<file path="src/rtl/bsc_pkg.sv">
// Package for the barometric sensor compensation block: item types,
// register indexes, sequencer state codes and default constants.
// Used by every module of the block.
`default_nettype none
package bsc_pkg;

    localparam int FRAC_BITS_DEF  = 32;
    localparam int STATE_BITS     = 40;
    localparam int CFG_W          = 64;
    localparam int CFG_IDX_W      = 3;
    localparam int RAW_W          = 24;
    localparam int OUT_W          = 24;
    localparam int FX_W           = 64;
    localparam int QUEUE_DEPTH    = 2;
    localparam logic [23:0] SCALE_RESET = 24'd524288;

    localparam logic [CFG_IDX_W-1:0] REG_CAL_FIRST  = 3'd0;
    localparam logic [CFG_IDX_W-1:0] REG_CAL_SECOND = 3'd1;
    localparam logic [CFG_IDX_W-1:0] REG_CAL_LAST   = 3'd2;
    localparam logic [CFG_IDX_W-1:0] REG_TEMP_SCALE = 3'd3;
    localparam logic [CFG_IDX_W-1:0] REG_PRS_SCALE  = 3'd4;

    localparam logic [1:0] KIND_TEMP = 2'd0;
    localparam logic [1:0] KIND_PRS  = 2'd1;

    typedef struct packed {
        logic [1:0]       kind;
        logic [RAW_W-1:0] raw_word;
    } t_in_item;

    typedef struct packed {
        logic signed [OUT_W-1:0] comp_value;
        logic                    is_pressure;
        logic                    saturated;
    } t_out_item;

    // classified work item handed from front to back
    typedef struct packed {
        logic             is_prs;
        logic [RAW_W-1:0] raw_word;
    } t_job;

    typedef enum logic [3:0] {
        S_IDLE,
        S_DIV,
        S_DIV_DONE,
        S_MUL,
        S_ADD,
        S_FINAL,
        S_OUT
    } t_state;

endpackage
`default_nettype wire

</file>
<file path="src/rtl/bsc_front.sv">
// Front part: accepts input items, classifies temperature or pressure,
// and queues jobs for the back part. Depends on bsc_pkg.
`default_nettype none
module bsc_front
    import bsc_pkg::*;
(
    input  wire logic     i_clk,
    input  wire logic     i_rst_n,
    input  wire logic     i_in_valid,
    output logic          o_in_stall,
    input  wire t_in_item i_in_item,
    output logic          o_job_valid,
    input  wire logic     i_job_take,
    output t_job          o_job
);
    t_job r_q [QUEUE_DEPTH];
    logic [1:0] r_cnt, n_cnt;
    logic       r_rd, n_rd, r_wr, n_wr;
    logic       w_push, w_pop;
    t_job       w_job;

    always_comb begin
        w_job.raw_word = i_in_item.raw_word;
        priority if (i_in_item.kind == KIND_TEMP) w_job.is_prs = 1'b0;
        else if (i_in_item.kind == KIND_PRS)      w_job.is_prs = 1'b1;
        else                                      w_job.is_prs = i_in_item.raw_word[0];
    end

    assign o_in_stall  = (r_cnt == 2'(QUEUE_DEPTH));
    assign w_push      = i_in_valid && !o_in_stall;
    assign o_job_valid = (r_cnt != 2'd0);
    assign w_pop       = o_job_valid && i_job_take;
    assign o_job       = r_q[r_rd];

    always_comb begin
        n_cnt = r_cnt + 2'(w_push) - 2'(w_pop);
        n_rd  = w_pop  ? ~r_rd : r_rd;
        n_wr  = w_push ? ~r_wr : r_wr;
    end

    always_ff @(posedge i_clk) begin
        if (!i_rst_n) begin
            r_cnt <= '0;
            r_rd  <= 1'b0;
            r_wr  <= 1'b0;
        end else begin
            r_cnt <= n_cnt;
            r_rd  <= n_rd;
            r_wr  <= n_wr;
        end
        if (w_push) r_q[r_wr] <= w_job;
    end
endmodule
`default_nettype wire

</file>
<file path="config.mk">
export PLATFORM = sky130hd
export DESIGN_NAME = bsc_front
export DESIGN_NICKNAME = d
export VERILOG_FILES = /design/src/rtl/bsc_pkg.sv /design/src/rtl/bsc_front.sv
export SDC_FILE = /design/constraint.sdc
export NUM_CORES = 1
export LEC_CHECK = 0
export ABC_AREA = 1
export BUFFER_PORTS_ARGS = -buffer_cell sky130_fd_sc_hd__buf_2
export CAP_MARGIN = 5
export CORE_UTILIZATION = 51
export DETAILED_ROUTE_END_ITERATION = 10
export PLACE_DENSITY = 0.9
export SKIP_LAST_GASP = 1
export SLEW_MARGIN = 20
export SYNTH_ARGS = -nofsm -noshare
export SYNTH_HDL_FRONTEND = slang
export SYNTH_SLANG_ARGS = --single-unit
</file>
<file path="constraint.sdc">
create_clock -name i_clk -period 3.05 [get_ports i_clk]
set_clock_uncertainty 0.2 [all_clocks]
set_input_delay 0.305 -clock i_clk [delete_from_list [all_inputs] [get_ports i_clk]]
set_output_delay 0.305 -clock i_clk [all_outputs]
set_load 0.02 [all_outputs]
</file>
[Word level (Yosys, flattened, before mapping)]
Memory sizes are Yosys's and may differ from the RTL's. A register that Yosys moved wholly into a read port is not among the register bits.
Cells that the tools add are included.
Cells by class
  multiplexer cells: 6
  bitwise logic cells: 2
  reduce and logical (&&, ||, !) cells: 5
  equality and inequality tests: 2
  $add $sub $neg: 2
Operators with widths (count)
  1-bit 2-to-1 mux: 6
  2-bit by 1-bit adder with 2-bit output: 1
  2-bit by 1-bit == test with 1-bit output, second input constant: 1
  2-bit == test, second input constant: 1
  1-bit logical AND: 2
  2-bit zero test: 1
  1-bit NOT: 2
  2-bit nonzero test: 1
  2-bit by 1-bit subtractor with 2-bit output: 1
  1-bit zero test: 1
Word-level totals
  output and inout bits: 27
  logic and storage cells: 21
  memories kept: 1
  bits in writable memories: 50
  bits of input ports: 30
  flip-flop bits (word level): 4
Memory list
  r_q: words 2, bits a word 25, rd ports 1, clocked after memory_dff 1, write ports 1, line bsc_front.sv:16  | t_job r_q [QUEUE_DEPTH];

[Longest topological paths before layout]
Gate-level depths: netlist (run 1).
  depth after elaboration: 5
  depth in mapped cells: 11
  mapped depth without buffers: 11

[Worst setup path before layout (run 1)]
No wires, ideal clock.
  path kind: register to register
  start point: register r_cnt[0]
  end point: memory r_q[0][0] (netlist name), enable pin
  clock period less this slack: 2232 ps
  stages on the path, launching flop included: 5
  data required time: 2443 ps
  arrival time: 1625 ps
  path buffers: 0
  setup slack: 818 ps
  setup time: 407 ps
  cells stage by stage: dfxtp_1 > inv_1 > nand2_1 > nand2_1 > nor2_1
Between the ends
  longest elaborated chain between the ends: 5
RTL lines
  start, declared: line bsc_front.sv:17  | logic [1:0] r_cnt, n_cnt;
  start signal, assigned: line bsc_front.sv:47  | r_cnt <= n_cnt;
  2-bit == test: line bsc_front.sv:29  | assign o_in_stall = (r_cnt == 2'(QUEUE_DEPTH));
  1-bit zero test: line bsc_front.sv:30  | assign w_push = i_in_valid && !o_in_stall;
  1-bit logical AND: line bsc_front.sv:30
  1-bit 2-to-1 mux: line bsc_front.sv:51  | if (w_push) r_q[r_wr] <= w_job;
  1-bit 2-to-1 mux (not written as such): line bsc_front.sv:51
  end, declared: line bsc_front.sv:16
No other way between the ends.

==> results of run 1 <==
==> layer usage <==
layer | vias up | GRT usage, % | part of all wire (%)
met5 | - | 0 | 0
met4 | 0 | 8.24 | 2.0
met3 | 9 | 3.89 | 5.3
met2 | 40 | 28.0 | 52
met1 | 555 | 18.2 | 41
li1 | 590 | - | -
==> state kept, by name (all words and copies together), names as in the netlist, named ones only <==
register,count
r_q,50
r_cnt,2
r_rd,1
r_wr,1
==> placed cells by master (no fill, tap or decap) <==
cell type,Yosys,layout
nor2_1,8,7
clkinv_4,0,1
buf_2,0,56
clkinv_1,0,1
ha_1,2,2
mux2_4,20,20
clkinvlp_4,0,1
dfxtp_1,5,5
buf_4,0,1
nand3_1,3,3
mux2_2,6,6
clkbuf_8,0,5
dlygate4sd3_1,0,21
inv_1,9,9
nand2_1,9,9
a21oi_1,2,2
edfxtp_1,50,50
nor2_2,0,1
buf_12,2,1
==> logic make-up after synthesis <==
family	count (synthesis)
adder cells (fa/ha/maj)	2
AND/OR/NAND/NOR	20
buffers and inverters	12
multiplexers	26
flip-flops	55
AO/OA/AOI/OAI	2
==> critical path, cell delays in order, from the launching register on <==
cell and delay [ns]:
dfxtp_1 0.69, buf_12 0.25, mux2_2 0.35, buf_2 0.16
==> how the worst max path moves through the flow <==
stage | start | endpoint | slack [ns] | cells past startpoint
2_1_floorplan | r_cnt[0]$_SDFF_PN0_ | r_q[0][0]$_DFFE_PP_ | 0.82 | 4
3_3_place_gp | register | o_job[2] | 1.14 | 3
3_5_place_dp | r_cnt[0]$_SDFF_PN0_ | r_q[1][13]$_DFFE_PP_ | 1.08 | 4
4_1_cts | register | o_job[3] | 0.76 | 3
5_1_grt | register | o_job[1] | 0.71 | 3
6_report | register | o_job[3] | 0.79 | 3
==> synthesized netlist by cell type <==
| library cell | count | area, um2 |
|---|---|---|
| mux2_2 | 6 | 67.6 |
| dfxtp_1 | 5 | 100 |
| buf_12 | 2 | 40.0 |
| mux2_4 | 20 | 300 |
| inv_1 | 9 | 33.8 |
| a21oi_1 | 2 | 10.0 |
| buf_6 | 1 | 11.3 |
| edfxtp_1 | 50 | 1500 |
| nor2_1 | 8 | 30.0 |
| ha_1 | 2 | 25.0 |
| nand2_1 | 9 | 33.8 |
| nand3_1 | 3 | 15.0 |
==> metrics by stage <==
stage	util, %	cell area [um2]	total power [mW]	instances	setup slack, ns
after floorplan	-	2170	1.54	117	0.818
after global placement	61.8	2490	1.69	222	1.14
after detailed placement	61.8	2490	1.71	222	1.08
after CTS	69.2	2790	2.10	251	0.758
after global routing	69.2	2790	2.19	251	0.712
final	69.2	2790	2.08	251	0.793
==> where the power goes <==
group	switching [mW]	leakage (nW)	internal, mW
combinational	0.376	0.599	0.315
sequential	0.0552	0.508	0.960
clock	0.215	0.0418	0.160
total	0.646	1.15	1.44
==> area by class of cell <==
type / count / share of cell area, %
clock buffer: 5 / 2.47
timing repair buffer: 79 / 18.6
inverter: 9 / 1.21
sequential: 55 / 57.4
multi-input combinational: 50 / 17.4
clock inverter: 3 / 0.718
tap: 50 / 2.24
==> timing repair <==
action                    4_1_cts  5_1_grt
hold endpoints to repair       42        0
hold buffers                   21        0
gates resized for setup         0        0
==> results by group, run 1 <==
Outcome
  – Outcome: finished clean

Die
  – Number of cell rows: 23
  – Num ports: 57
  – DIE AREA: 4520 um2
  – Die height: 67.2 um
  – Core Footprint: 4030 um2
  – Initial Util: 53.8%
  – Die W: just under 70 um

STA
  – RSZ-0062 raised after global routing: false
  – Max Freq: 443 MHz
  – Worst rel slew slack: 34.3%
  – Worst-Margin Slew: 0.985 ns
  – Fin crit period: 2.26 ns
  – Final period util: between 70% and 80%
  – Final setup violation count: 0
  – Hold Fails Final Rpt: 0
  – Final Slew Violations: 0
  – Min Hold Slack: 0.0154 ns
  – Setup TNS: 0 ns

Clocking
  – CTS Buf Count: 5
  – Skew-Pair Late Insertion Delay: just under 0.3 ns
  – Post-CTS setup buffer count: 0
  – Root Buffer: clkbuf_8
  – Clock sink count: 55
  – Clk buf depth: 2
  – Htree depth: 2
  – TritonCTS clock tree: yes
  – Clock-pin slew on the worst setup and hold paths: about 0.09 ns

Power
  – Maximum vdd drop: 0.676 mV
  – Pwr/cell area: ~750 nW/um2
  – Leakage: 1.15 nW

Routing
  – Total iterations of the first detailed-routing run: 4
  – Iteration-0 DRC Markers: 35
  – Final WL: 3440 um
  – Via/cell ratio: 4.76
  – Drc violations: 0
  – Post-DRT Antenna Nets: 0
  – Avg WL per Cell: 13.7 um
  – Via count: 1194

Synthesis
  – Post-Synth XOR/XNOR Area: 0%
  – Multiplexer share of the synthesized area: 17.0%
  – Yosys reg bits: 55
  – Largest family of logic cells by synthesized area: multiplexers
  – Synth cell types: 12
  – Post-Syn Area per Cell: 18.5 um2
  – Post-Synth Adder-Cell Area: 1.15%
  – Share of the yosys chip area belonging to registers: roughly 74%
  – Compound-gate portion of the synthesized area: 0.462%
  – Yosys Warn Count: 0
  – Mapped Nets: roughly 150
  – Post-Synth Simple-Gate Area: 3.64%
  – Mapped cell area: 2170 um2
  – Cells after Synth: about 120

Min path
  – Min-delay src: i_in_item[19]
  – Worst min path class: primary input to register
  – Worst hold path cell count: 1
  – Hold Path End: r_q[0][19]$_DFFE_PP_

Layout
  – Nets: 232
  – Layout area overhead: 28.6%
  – Antenna Cells: 0
  – Multi-input logic area: ~480 um2
  – Number of fill cells: ~280
  – Layout cells sized above 1: a little under half
  – Sequential Area: ~1600 um2

Critical path
  – FF-to-FF Start: r_cnt[0]$_SDFF_PN0_
  – CP arrival: 1.75 ns
  – Setup slack, reg-to-reg: ~1.1 ns
  – Reg2Reg Depth: 4
  – Worst-path maximum fanout: 17
  – CP required: 2.54 ns
  – Reg2reg end: r_q[1][0]$_DFFE_PP_
  – Worst setup SP type: register
  – Worst setup EP type: output pin
  – CP Class: register to output pin

GRT
  – Total gr overflow: 0
  – Largest net degree at the start of global routing: 26
  – First-pass GRT wire length: 5060 um
  – Initial antenna violation count: 0
  – Vias in the first global route: around 1100
  – Overall Global Routing Usage: 16.0%

Job
  – Max-cap violations: 0

Placement
  – PortBufs: 56
  – Final weighted congestion in routability-driven placement: 0.715
  – HPWL after detailed placement: 2340 um
No activity file was read; power rests on OpenSTA's default activity.
==> run 2, diff against run 1 <==
--- a/config.mk
+++ b/config.mk
@@ -5,7 +5,7 @@
 export SDC_FILE = /design/constraint.sdc
 export NUM_CORES = 1
 export LEC_CHECK = 0
-export ABC_AREA = 1
+export ABC_AREA = 0
 export BUFFER_PORTS_ARGS = -buffer_cell sky130_fd_sc_hd__buf_2
 export CAP_MARGIN = 5
 export CORE_UTILIZATION = 51
==> constraint.sdc (replaced) <==
create_clock -name i_clk -period 2.3 [get_ports i_clk]
set_clock_uncertainty 0.2 [all_clocks]
set_input_delay 0.23 -clock i_clk [delete_from_list [all_inputs] [get_ports i_clk]]
set_output_delay 0.23 -clock i_clk [all_outputs]
set_load 0.02 [all_outputs]
==> run 2 against run 1 <==
  * Synthesized cell count fell by 11%
  * Largest power group unchanged
  * Highest routed layer unchanged
  * Critical path type unchanged
  * Clock power rose by 24%
  * Global-route usage rose by 0.28 points
  * Die area fell by 0.45%
  * Power rose by 29%
  * Hold slack got worse by 0.0053 ns
  * First-iteration DRC count rose by 49%
  * Combinational power rose by 33%
==> results by group, run 2 <==
Outcome
  – Outcome: finished clean

Die
  – Die W: 67.1 um (-0.22%)
  – Number of cell rows: 23 (unchanged)
  – Die height: 67.1 um (-0.22%)
  – Core Footprint: 4030 um2 (unchanged)
  – Initial Util: 53.6% (-0.25 points)
  – DIE AREA: 4500 um2 (-0.45%)
  – Num ports: 57 (unchanged)

Synthesis
  – Compound-gate portion of the synthesized area: 0.348% (-0.11 points)
  – Asr flop ratio synth: 0% (unchanged)
  – Top-count cell post-synth: edfxtp_1
  – Post-Syn Area per Cell: 20.8 um2 (+12%)
  – Post-Synth Simple-Gate Area: 2.84% (-0.79 points)
  – Yosys reg bits: 55 (unchanged)
  – Mapped cell area: 2160 um2 (-0.46%)
  – Post-Synth XOR/XNOR Area: 1.22% (+1.2 points)
  – Mapped Nets: 136 (-8.7%)
  – EDFF count, synth: 50 (unchanged)
  – Top cell type's share of synthesized area: 69.6% (+0.32 points)
  – Synth top area cells: edfxtp_1 70%, mux2_4 14%, dfxtp_1 4.6%
  – Yosys Warn Count: 0 (unchanged)
  – Area leader, netlist: edfxtp_1
  – Synth top cells by count: 50 x edfxtp_1, 20 x mux2_4, 6 x mux2_2
  – Cells after Synth: 104 (-11%)
  – Multiplexer share of the synthesized area: 17.5% (+0.54 points)
  – Synth cell types: 18 (+6)
  – Post-Synth Adder-Cell Area: 1.16% (+0.0054 points)
  – Largest family of logic cells by synthesized area: multiplexers
  – Share of the yosys chip area belonging to registers: 74.2% (+0.34 points)
  – Most used flip-flop cell after synthesis: edfxtp_1

Critical path
  – Reg2Reg Depth: 8 (+4)
  – CP required: 1.87 ns (-0.67 ns)
  – Worst-path maximum fanout: 25 (+8)
  – Worst setup SP type: register
  – Worst setup EP type: output pin
  – CP Class: register to output pin
  – Reg2reg end: r_cnt[1]$_SDFF_PN0_
  – FF-to-FF Start: r_cnt[0]$_SDFF_PN0_
  – Setup slack, reg-to-reg: 0.41 ns (-0.69 ns)
  – CP arrival: 1.54 ns (-0.21 ns)

STA
  – Worst rel slew slack: 71.5% (+37 points)
  – Worst-Margin Slew: 0.428 ns (-0.557 ns)
  – RSZ-0062 raised after global routing: false
  – Setup TNS: 0 ns (unchanged)
  – Hold Fails Final Rpt: 0 (unchanged)
  – Final setup violation count: 0 (unchanged)
  – Final period util: 85.8%
  – Max Freq: 507 MHz
  – Fin crit period: between 1.5 and 2 ns
  – Final Slew Violations: 0 (unchanged)

Clocking
  – CTS-repair resized insts: 0 (unchanged)
  – Root Buffer: clkbuf_8
  – Clk buf depth: 2 (unchanged)
  – Htree depth: 2 (unchanged)
  – Clock-pin slew on the worst setup and hold paths: 0.08 ns (about the same)
  – Hold buffers post-CTS: 24 (+14%)
  – Clock sink count: 55 (unchanged)
  – CTS Buf Count: 5 (unchanged)
  – Skew-Pair Late Insertion Delay: 0.28 ns (about the same)
  – Post-CTS setup buffer count: 0 (unchanged)
  – TritonCTS clock tree: yes

GRT
  – Initial antenna violation count: 0 (unchanged)
  – Overall Global Routing Usage: 16.3% (+0.28 points)
  – Total gr overflow: 0 (unchanged)
  – Vias in the first global route: 1179 (+3.6%)
  – Largest net degree at the start of global routing: 26 (unchanged)
  – First-pass GRT wire length: 5070 um (+0.14%)

Layout
  – Commonest non-fill, non-tap cell in the layout: buf_2
  – Biggest regs: r_q: 50 flops, r_cnt: 2 flops
  – Layout cells sized above 1: 48.7% (+2.9 points)
  – Nets: 223 (-3.9%)
  – Commonest cells after routing, fill and taps aside: 56 x buf_2, 50 x edfxtp_1, 24 x dlygate4sd3_1
  – Layout area overhead: 29.4%
  – Antenna Cells: 0 (unchanged)
  – Post-route insts no fill: 241 (-4.0%)
  – Max FFs per register: 50 (unchanged)
  – Largest Register: r_q

Placement
  – Final weighted congestion in routability-driven placement: 0.693 (-3.1%)
  – Placed Instances: 210 (-5.4%)
  – PortBufs: 56 (unchanged)
  – HPWL after detailed placement: 2320 um (-0.68%)

Routing
  – Post-DRT Antenna Nets: 0 (unchanged)
  – Final WL: 3500 um (+1.9%)
  – Total iterations of the first detailed-routing run: 4 (unchanged)
  – Drc violations: 0 (unchanged)
  – Avg WL per Cell: 14.5 um (+6.1%)
  – Iteration-0 DRC Markers: 52 (+49%)
  – Via count: 1157 (-3.1%)
  – Via/cell ratio: 4.80 (+0.92%)

Power
  – Pwr/cell area: 964 nW/um2 (+29%)
  – Maximum vdd drop: 0.625 mV (-7.5%)
  – Leakage: 1.13 nW (-1.8%)

Min path
  – Hold Path End: r_cnt[0]$_SDFF_PN0_
  – Min-delay src: i_rst_n
  – Worst hold path cell count: 2 (+1)
  – Worst min path class: primary input to register

Job
  – Max-cap violations: 0 (unchanged)
-- run 2: stage by stage --
stage               util, %  total power [mW]  setup WS, ns  hold slack [ns]  area (um2)
finish                 69.3              2.69         0.327           0.0101        2790
global route           69.3              2.83         0.247           0.0172        2790
CTS                    69.3              2.73         0.302          0.00408        2790
detailed placement     61.4              2.23         0.413            0.223        2470
global placement       61.4              2.19         0.532            0.219        2470
floorplan                 -              2.03        0.0468            0.129        2160
-- run 2: logic make-up (layout without fill, tap and decap cells) --
group,count (synthesis),in the layout
mux,27,27
simple gates,11,11
xor+xnor,3,3
buf+inv,5,92
flops,55,55
fa+ha+maj,2,2
compound gates,1,1
-- run 2: worst max-delay path: stages, from the launching register on --
cell	delay, ns
dfxtp_1	0.32
buf_4	0.38
mux2_2	0.39
buf_2	0.16
-- run 2: layout make-up --
class / instances / area [um2]
Sequential cell: 55 / 1600
Fill cell: 287 / 1240
Timing Repair Buffer: 83 / 543
Multi-Input combinational cell: 44 / 500
Clock buffer: 5 / 68.8
Tap cell: 50 / 62.6
Clock inverter: 2 / 8.76
Inverter: 2 / 7.51
-- run 2: worst max path at each step --
stage / from / endpoint / slack (ns)
after floorplan: r_cnt[0]$_SDFF_PN0_ / r_q[0][0]$_DFFE_PP_ / 0.05
after global placement: r_cnt[0]$_SDFF_PN0_ / r_cnt[1]$_SDFF_PN0_ / 0.53
after detailed placement: r_cnt[0]$_SDFF_PN0_ / r_cnt[1]$_SDFF_PN0_ / 0.41
after CTS: register / o_job[24] / 0.30
after global routing: register / o_job[3] / 0.25
final: register / o_job[24] / 0.33
-- run 2: metal layers --
layer	global-route usage [%]	wire length [um]	vias up
li1	-	-	562
met1	16.2	1350	558
met2	31.5	1980	33
met3	4.62	118	4
met4	5.59	50	0
met5	0	0	-
-- run 2: power by group --
group	switching [mW]	internal (mW)	total [mW]
sequential	0.0489	1.26	1.31
clock	0.262	0.203	0.465
combinational	0.490	0.430	0.919
total	0.800	1.89	2.69
==> run 3, diff against run 2 <==
--- a/config.mk
+++ b/config.mk
@@ -5,7 +5,7 @@
 export SDC_FILE = /design/constraint.sdc
 export NUM_CORES = 1
 export LEC_CHECK = 0
-export ABC_AREA = 0
+export ABC_AREA = 1
 export BUFFER_PORTS_ARGS = -buffer_cell sky130_fd_sc_hd__buf_2
 export CAP_MARGIN = 5
 export CORE_UTILIZATION = 51
==> run 3 against run 2 <==
  * Final area grew 1.8%
  * Non-clock buffer count grew 1
  * Combinational power grew 1%
  * Die area grew 0.45%
  * Highest routed layer unchanged
==> results by group, run 3 (synthesized netlist as in run 1, its figures left out) <==
Routing
  – Total iterations of the first detailed-routing run: 4 (unchanged)
  – Via count: 1190 (+2.9%)
  – Final WL: 3500 um (-0.17%)
  – Post-DRT Antenna Nets: 0 (unchanged)
  – Avg WL per Cell: 13.7 um (-6.0%)
  – Via/cell ratio: 4.65 (-3.2%)
  – Iteration-0 DRC Markers: 66 (+27%)
  – Drc violations: 0 (unchanged)

Die
  – Die height: 67.2 um (+0.22%)
  – Die W: 67.2 um (+0.22%)
  – Initial Util: 53.8% (+0.25 points)
  – DIE AREA: 4520 um2 (+0.45%)
  – Num ports: 57 (unchanged)
  – Number of cell rows: 23 (unchanged)
  – Core Footprint: 4030 um2 (unchanged)

Critical path
  – CP required: 1.87 ns (about the same)
  – Worst setup SP type: register
  – CP Class: register to output pin
  – Worst setup EP type: output pin
  – Reg2Reg Depth: 10 (+2)
  – Setup slack, reg-to-reg: 0.55 ns (+0.14 ns)
  – Worst-path maximum fanout: 25 (unchanged)
  – CP endpoint: o_job[3]
  – CP arrival: 1.54 ns (about the same)
  – FF-to-FF Start: r_cnt[0]$_SDFF_PN0_
  – Reg2reg end: r_cnt[1]$_SDFF_PN0_

Placement
  – HPWL after detailed placement: 2290 um (-1.6%)
  – PortBufs: 56 (unchanged)
  – Final weighted congestion in routability-driven placement: 0.678 (-2.2%)
  – Placed Instances: 223 (+6.2%)

GRT
  – Largest net degree at the start of global routing: 26 (unchanged)
  – First-pass GRT wire length: 5200 um (+2.6%)
  – Overall Global Routing Usage: 16.6% (+0.30 points)
  – Met1 Use GR: 18.8% (+2.6 points)
  – Initial antenna violation count: 0 (unchanged)
  – M2 GR Usage: 29.5% (-2.0 points)
  – GR Util met3: 4.73% (+0.11 points)
  – Busiest grt layer: met2
  – Total gr overflow: 0 (unchanged)
  – Vias in the first global route: 1146 (-2.8%)

Layout
  – Largest Register: r_q
  – Commonest non-fill, non-tap cell in the layout: buf_2
  – Max FFs per register: 50 (unchanged)
  – Antenna Cells: 0 (unchanged)
  – Nets: 237 (+6.3%)
  – Commonest cells after routing, fill and taps aside: 56 x buf_2, 50 x edfxtp_1, 25 x dlygate4sd3_1
  – Layout cells sized above 1: 45.1% (-3.5 points)
  – Post-route insts no fill: 256 (+6.2%)
  – Biggest regs: r_q: 50 flops, r_cnt: 2 flops
  – Layout area overhead: 31.1%

Clocking
  – TritonCTS clock tree: yes
  – Clk buf depth: 2 (unchanged)
  – Htree depth: 2 (unchanged)
  – Clock-pin slew on the worst setup and hold paths: 0.09 ns (about the same)
  – CTS-repair resized insts: 0 (unchanged)
  – Clock sink count: 55 (unchanged)
  – Root Buffer: clkbuf_8
  – CTS Buf Count: 5 (unchanged)
  – Skew-Pair Late Insertion Delay: 0.29 ns (about the same)

STA
  – Fin crit period: 1.97 ns (-0.00721 ns)
  – Hold Fails Final Rpt: 0 (unchanged)
  – Final period util: 85.5% (-0.31 points)
  – Final setup violation count: 0 (unchanged)
  – RSZ-0062 raised after global routing: false
  – Worst-Margin Slew: 0.423 ns (-0.00445 ns)
  – Max Freq: 509 MHz (+0.37%)
  – Final Slew Violations: 0 (unchanged)
  – Setup TNS: 0 ns (unchanged)
  – Worst rel slew slack: 71.8% (+0.30 points)

Job
  – Max-cap violations: 0 (unchanged)

Min path
  – Worst min path class: primary input to register
  – Min-delay src: i_in_valid

Outcome
  – Outcome: finished clean

Power
  – Maximum vdd drop: 0.699 mV (+12%)
  – Pwr/cell area: 1000 nW/um2 (+4.2%)
  – Leakage: 1.18 nW (+4.7%)
run 3: per-layer routing:
metal	routed length (um)	share of wire, %	up-vias
met5	0	0	-
met4	38	1.1	0
met3	172	4.9	4
met2	1840	53	40
met1	1450	41	545
li1	-	-	601
run 3: worst min-delay path by stage:
stage               slack, ns  cells past startpoint                   end
floorplan                0.12                      2   r_cnt[0]$_SDFF_PN0_
global placement         0.22                      1   r_q[1][9]$_DFFE_PP_
detailed placement       0.22                      1  r_q[0][23]$_DFFE_PP_
CTS                     0.002                      3     r_wr$_SDFFE_PN0P_
global route             0.05                      3     r_wr$_SDFFE_PN0P_
finish                   0.02                      3     r_wr$_SDFFE_PN0P_
run 3: cell type report:
cell class                 count  area, um2
timing repair buffer          84        553
clock inverter                 3       38.8
fill                         277       1190
tap                           50       62.6
inverter                       9       33.8
clock buffer                   5       68.8
sequential                    55       1600
multi-input combinational     50        484
run 3: timing repair:
| action | in CTS | in global routing |
|---|---|---|
| setup endpoints to repair | 0 | 0 |
| hold buffers | 25 | 0 |
| buffers inserted | 0 | 0 |
| endpoints found under the hold margin | 51 | 0 |
run 3: power breakdown:
part	internal, mW	switching, mW	total [mW]	leakage, nW
sequential	1.27	0.0524	1.32	0.508
combinational	0.413	0.516	0.929	0.618
clock	0.319	0.282	0.601	0.0556
run 3: worst max-delay path, cell delays in order, from the launching register on:
cell	delay [ns]
dfxtp_1	0.31
buf_4	0.37
mux2_2	0.39
buf_2	0.16
run 3: stage by stage:
stage	area [um2]	setup slack (ns)	util [%]	power [mW]	hold WS, ns
6_report	2840	0.335	70.6	2.85	0.0165
5_1_grt	2840	0.255	70.6	3.00	0.0470
4_1_cts	2840	0.316	70.6	2.88	0.00177
3_5_place_dp	2480	0.549	61.7	2.26	0.222
3_3_place_gp	2480	0.634	61.7	2.22	0.219
2_1_floorplan	2170	0.0682	-	2.05	0.123
